File: src/rtl/gpe_pkg.sv
// ----------------------------------------------------------------------------
// Genetic population engine package
// Shared widths, operation codes, register indexes and helper functions.
// ----------------------------------------------------------------------------
package gpe_pkg;

  localparam int POP_SIDE_DEF    = 128;
  localparam int GENOME_BITS_DEF = 64;

  localparam int KIND_W  = 2;
  localparam int ADDR_W  = 14;
  localparam int BLK_W   = 6;
  localparam int BIT_W   = 6;
  localparam int VAL_W   = 64;
  localparam int CNT_W   = 15;
  localparam int LEN_W   = 7;
  localparam int CFG_W   = 64;
  localparam int CIDX_W  = 2;

  localparam logic [KIND_W-1:0] KIND_LOAD   = 2'd0;
  localparam logic [KIND_W-1:0] KIND_XOVER  = 2'd1;
  localparam logic [KIND_W-1:0] KIND_MUTATE = 2'd2;

  localparam logic [CIDX_W-1:0] REG_PATTERN   = 2'd0;
  localparam logic [CIDX_W-1:0] REG_CHUNK     = 2'd1;
  localparam logic [CIDX_W-1:0] REG_BLOCKS    = 2'd2;
  localparam logic [CIDX_W-1:0] REG_THRESHOLD = 2'd3;

  localparam logic [LEN_W-1:0] CHUNK_RST     = 7'd8;
  localparam logic [LEN_W-1:0] BLOCKS_RST    = 7'd8;
  localparam logic [CNT_W-1:0] THRESHOLD_RST = 15'd11469;
  localparam logic [LEN_W-1:0] LEN_MAX       = 7'd64;

  typedef struct packed {
    logic done;
    logic fav;
  } scan_stat_t;

  // Chunk length zero acts as one, anything above 64 acts as 64.
  function automatic logic [LEN_W-1:0] eff_chunk(input logic [LEN_W-1:0] len);
    logic [LEN_W-1:0] r;
    r = len;
    if (len == '0) r = 7'd1;
    else if (len > LEN_MAX) r = LEN_MAX;
    return r;
  endfunction

  function automatic logic [LEN_W-1:0] eff_blocks(input logic [LEN_W-1:0] cnt);
    return (cnt > LEN_MAX) ? LEN_MAX : cnt;
  endfunction

endpackage

File: src/rtl/gpe_scan.sv
// ----------------------------------------------------------------------------
// Pattern scan unit
// Walks up to block_count aligned blocks of one genome, one block per cycle,
// and reports whether any block equals the match pattern's low chunk bits.
// ----------------------------------------------------------------------------
module gpe_scan #(
  parameter int GENOME_BITS = gpe_pkg::GENOME_BITS_DEF
) (
  input  logic                        clk,
  input  logic                        rst_n,
  input  logic                        go,
  input  logic [GENOME_BITS-1:0]      genome,
  input  logic [gpe_pkg::CFG_W-1:0]   match_pattern,
  input  logic [gpe_pkg::LEN_W-1:0]   chunk_length,
  input  logic [gpe_pkg::LEN_W-1:0]   block_count,
  output gpe_pkg::scan_stat_t         stat
);
  import gpe_pkg::*;

  logic [GENOME_BITS-1:0] sh_r;
  logic [7:0]             pos_r;
  logic [LEN_W-1:0]       j_r;
  logic                   running_r;
  logic                   done_r;
  logic                   fav_r;

  logic [LEN_W-1:0]       c_eff;
  logic [LEN_W-1:0]       nb_eff;
  logic [GENOME_BITS-1:0] cmask;
  logic [GENOME_BITS-1:0] want;
  logic                   no_fit;
  logic                   hit;

  assign c_eff  = eff_chunk(chunk_length);
  assign nb_eff = eff_blocks(block_count);

  always_comb begin
    for (int i = 0; i < GENOME_BITS; i++) begin
      cmask[i] = (LEN_W'(i) < c_eff);
    end
  end

  assign want   = match_pattern[GENOME_BITS-1:0] & cmask;
  assign no_fit = (j_r >= nb_eff) || ((pos_r + {1'b0, c_eff}) > 8'(GENOME_BITS));
  assign hit    = ((sh_r & cmask) == want);

  always_ff @(posedge clk) begin
    if (!rst_n) begin
      running_r <= 1'b0;
      done_r    <= 1'b0;
      fav_r     <= 1'b0;
    end else if (go) begin
      running_r <= 1'b1;
      done_r    <= 1'b0;
    end else if (running_r) begin
      if (no_fit || hit) begin
        running_r <= 1'b0;
        done_r    <= 1'b1;
        fav_r     <= !no_fit;
      end
    end else begin
      done_r <= 1'b0;
    end
  end

  always_ff @(posedge clk) begin
    if (go) begin
      sh_r  <= genome;
      pos_r <= '0;
      j_r   <= '0;
    end else if (running_r) begin
      sh_r  <= sh_r >> c_eff;
      pos_r <= pos_r + {1'b0, c_eff};
      j_r   <= j_r + 7'd1;
    end
  end

  assign stat.done = done_r;
  assign stat.fav  = fav_r;

endmodule

File: config.mk
export PLATFORM = sky130hd
export DESIGN_NAME = gpe_scan
export DESIGN_NICKNAME = d
export VERILOG_FILES = /design/src/rtl/gpe_pkg.sv /design/src/rtl/gpe_scan.sv
export SDC_FILE = /design/constraint.sdc
export NUM_CORES = 1
export LEC_CHECK = 0
export ABC_AREA = 0
export CORE_UTILIZATION = 45
export CTS_CLUSTER_DIAMETER = 150
export DETAILED_ROUTE_END_ITERATION = 16
export DONT_BUFFER_PORTS = 1
export GPL_ROUTABILITY_DRIVEN = 0
export MAX_ROUTING_LAYER = met4
export SKIP_CTS_REPAIR_TIMING = 1
export SYNTH_ARGS = -nofsm -noshare
export SYNTH_HDL_FRONTEND = slang
export SYNTH_SLANG_ARGS = --single-unit
File: constraint.sdc
create_clock -name clk -period 5.1 [get_ports clk]
set_input_delay 0.765 -clock clk [delete_from_list [all_inputs] [get_ports clk]]
set_output_delay 0.765 -clock clk [all_outputs]
set_load 0.01 [all_outputs]
==> flow_metrics.env <==
export IMPL_initial_core_util=0.465
export IMPL_critical_path_top_delay_family="compound AO/OA/AOI/OAI gates"
export IMPL_clk_path_buf_depth=2
export IMPL_r2r_cells=7
export IMPL_path_depth=8
export IMPL_placementRows=52
export IMPL_grt_pass1_vias=9222
export IMPL_grt_pass1_wl_mm=59.6
export IMPL_p_seq_frac=0.379
export IMPL_ys_top_cells_by_count="nand2_1, nor2_1, mux2i_1, a21oi_1, edfxtp_1"
export IMPL_min_period_ns=3.68
export IMPL_async_flop_share=0
export IMPL_synth_top_family_by_area="compound AO/OA/AOI/OAI gates"
export IMPL_setup_tns_ns=0
export IMPL_cts_buffers=9
export IMPL_criticalPathCategory="in2reg"
export IMPL_rsz0062_at_grt="false"
export IMPL_yosysTopAreaCell="edfxtp_1"
export IMPL_timing_final_crit_share=0.721
export IMPL_synth_seq_area_share=0.240
export IMPL_drt_initial_drc_count=1707
export IMPL_max_slew_margin=0.278
export IMPL_cp_cell_sequence="nor4_4 > buf_4 > a21oi_4 > mux2i_1 > a22oi_1 > mux2i_1 > mux2i_1 > o21ai_0"
export IMPL_htreeDepth=3
export IMPL_maxCapViolCount=0
export IMPL_place_area_um2=9620
export IMPL_cpPeakStageDelay_ns=0.86
export IMPL_whs_path_depth=2
export IMPL_vias=10200
export IMPL_synth_adder_area_share=0.0206
export IMPL_clock_sinks=82
export IMPL_synth_cell_types=82
export IMPL_overflow=0
export IMPL_cts_tree="yes"
export IMPL_switching_share=0.394
export IMPL_drt_total_wl_mm=41.0
export IMPL_fin_skew_ns=0.00881
export IMPL_track_usage=0.383
export IMPL_die_area_um2=21700
export IMPL_r2r_start="sh_r[49]"
export IMPL_antenna_found_initial=1
export IMPL_dp_hpwl_mm=30.7
export IMPL_status="finished, final reports clean"
export IMPL_cp_start_kind="input port"
export IMPL_pin_count=147
export IMPL_antenna_left=0
export IMPL_ys_warn_count=0
export IMPL_setup_viol=0
export IMPL_clk_pin_slew_ns=0.06
export IMPL_die_h_um=147
export IMPL_p_clk_frac=0.258
export IMPL_leakage_uw=0.00372
export IMPL_core_area_um2=20400
export IMPL_maxSlewViolCount=0
export IMPL_synth_compound_area_share=0.284
export IMPL_grt_max_degree=93
export IMPL_internal_power_uw=1550
export IMPL_num_nets_final=1267
export IMPL_cp_data_required_time_ns=5.15
export IMPL_synthXorXnorAreaFrac=0.0701
export IMPL_area_growth_pct=4.56
export IMPL_syn_cell_area_um2=9490
export IMPL_synthMuxAreaShare=0.156
export IMPL_cp_num_buf_inv=1
export IMPL_critPathArrivalTime_ns=3.73
export IMPL_clock_latency_ns=0.35
export IMPL_num_fill_cells=2017
export IMPL_syn_nets=1328
export IMPL_place_inst=1366
export IMPL_synth_seq_cells=82
export IMPL_port_buffers=0
export IMPL_finalInstanceArea_um2=9930
export IMPL_p_sw_uw=1010
export IMPL_vias_per_cell=7.37
export IMPL_ys_flop_type="edfxtp_1"
export IMPL_synth_most_common_cell="nand2_1"
export IMPL_critPathSlowestCell="a21oi_4"
export IMPL_final_cells=1383
export IMPL_fmax_mhz=272
export IMPL_hp_start="j_r[6]"
export IMPL_pwr_share_comb=0.363
export IMPL_postSynthCellCount=1168
export IMPL_path_max_fanout=32
export IMPL_wire_per_inst_um=29.6
export IMPL_postSynthAreaPerCell_um2=8.13
export IMPL_hold_slack_ns=0.490
export IMPL_synth_top_area_frac=0.202
export IMPL_critPathCaptureType="register"
export IMPL_layout_drive_gt1_share=0.0773
export IMPL_root_buffer="clkbuf_16"
export IMPL_ir_drop_uv=154
export IMPL_first_pass_iters=6
export IMPL_startpoint="chunk_length[4]"
export IMPL_tightest_slew_ns=1.08
export IMPL_die_x_um=147
export IMPL_synth_area_top_cells="edfxtp_1, mux2i_1, nand2_1, nor2_1, xnor2_1"
export IMPL_hp_class="reg2reg"
export IMPL_route_detailed_drc=0
export IMPL_synth_edf_count=64
export IMPL_power_per_cell_area_nw_per_um2=258
export IMPL_final_hold_violation_count=0
export IMPL_cp_common_cell="mux2i_1"
export IMPL_yosys_area_share_simple=0.175
export IMPL_power_uw=2570
==> cell families after synthesis <==
family,Yosys count
multiplexers,135
XOR/XNOR,76
AO/OA/AOI/OAI,377
adder cells (fa/ha/maj),15
buffers and inverters,120
AND/OR/NAND/NOR,363
flip-flops,82
==> registers in the layout, indices dropped and copies added, names as in the netlist <==
name and count:
fav_r 1, sh_r 64, done_r 1, pos_r 8
running_r 1, j_r 7
==> final timing paths <==
path / slack (ns) / endpoint
max reg2reg: 2.17 / sh_r[46]
min reg2reg: 0.49 / j_r[6]
min: 0.49 / j_r[6]
max: 1.42 / sh_r[46]
==> cell usage in the layout (no fill, tap or decap), drive strengths merged, types with 27 or more instances in the layout <==
master	n
xnor2	49
o21ai	60
nor2	121
mux2i	114
a21oi	69
edfxtp	64
xor2	27
nand2	125
o221ai	29
==> layout make-up <==
class                      count  area, µm²  share of cell area
multi-input combinational    966       6720               0.676
sequential                    82       2280               0.230
tap                          270        338              0.0340
clock buffer                  13        282              0.0284
timing repair buffer          25        200              0.0202
inverter                      23       86.3             0.00870
clock inverter                 3       21.3             0.00214
antenna                        1       2.50            0.000252
==> per-stage QoR <==
| step | worst slack, ns | utilization |
|---|---|---|
| 2_1_floorplan | 1.30 | - |
| 3_3_place_gp | 1.27 | 0.471 |
| 3_5_place_dp | 1.23 | 0.471 |
| 4_1_cts | 1.60 | 0.486 |
| 5_1_grt | 1.42 | 0.486 |
| 6_report | 1.42 | 0.486 |
==> layer usage <==
layer,vias to the layer above,wire [µm],track usage
li1,4355,-,-
met1,4800,16500,0.532
met2,910,15900,0.502
met3,132,6810,0.120
met4,0,1800,0.165
met5,-,0,-
==> power groups by stage <==
stage	clock network (µW)	logic [µW]	registers (µW)
floorplan	0	684	879
global placement	0	888	966
detailed placement	0	889	964
CTS	666	893	950
global route	693	984	962
finish	662	932	971
==> worst register-to-register path: cells and delay by family (launching register included) <==
kind / cells / cell delay [ns]
DFF: 1 / 0.59
AOI/OAI and AO/OA: 3 / 1.13
muxes: 2 / 0.58
and+or+nand+nor: 2 / 0.33
Note: power is estimated with default switching activity, not from simulation.
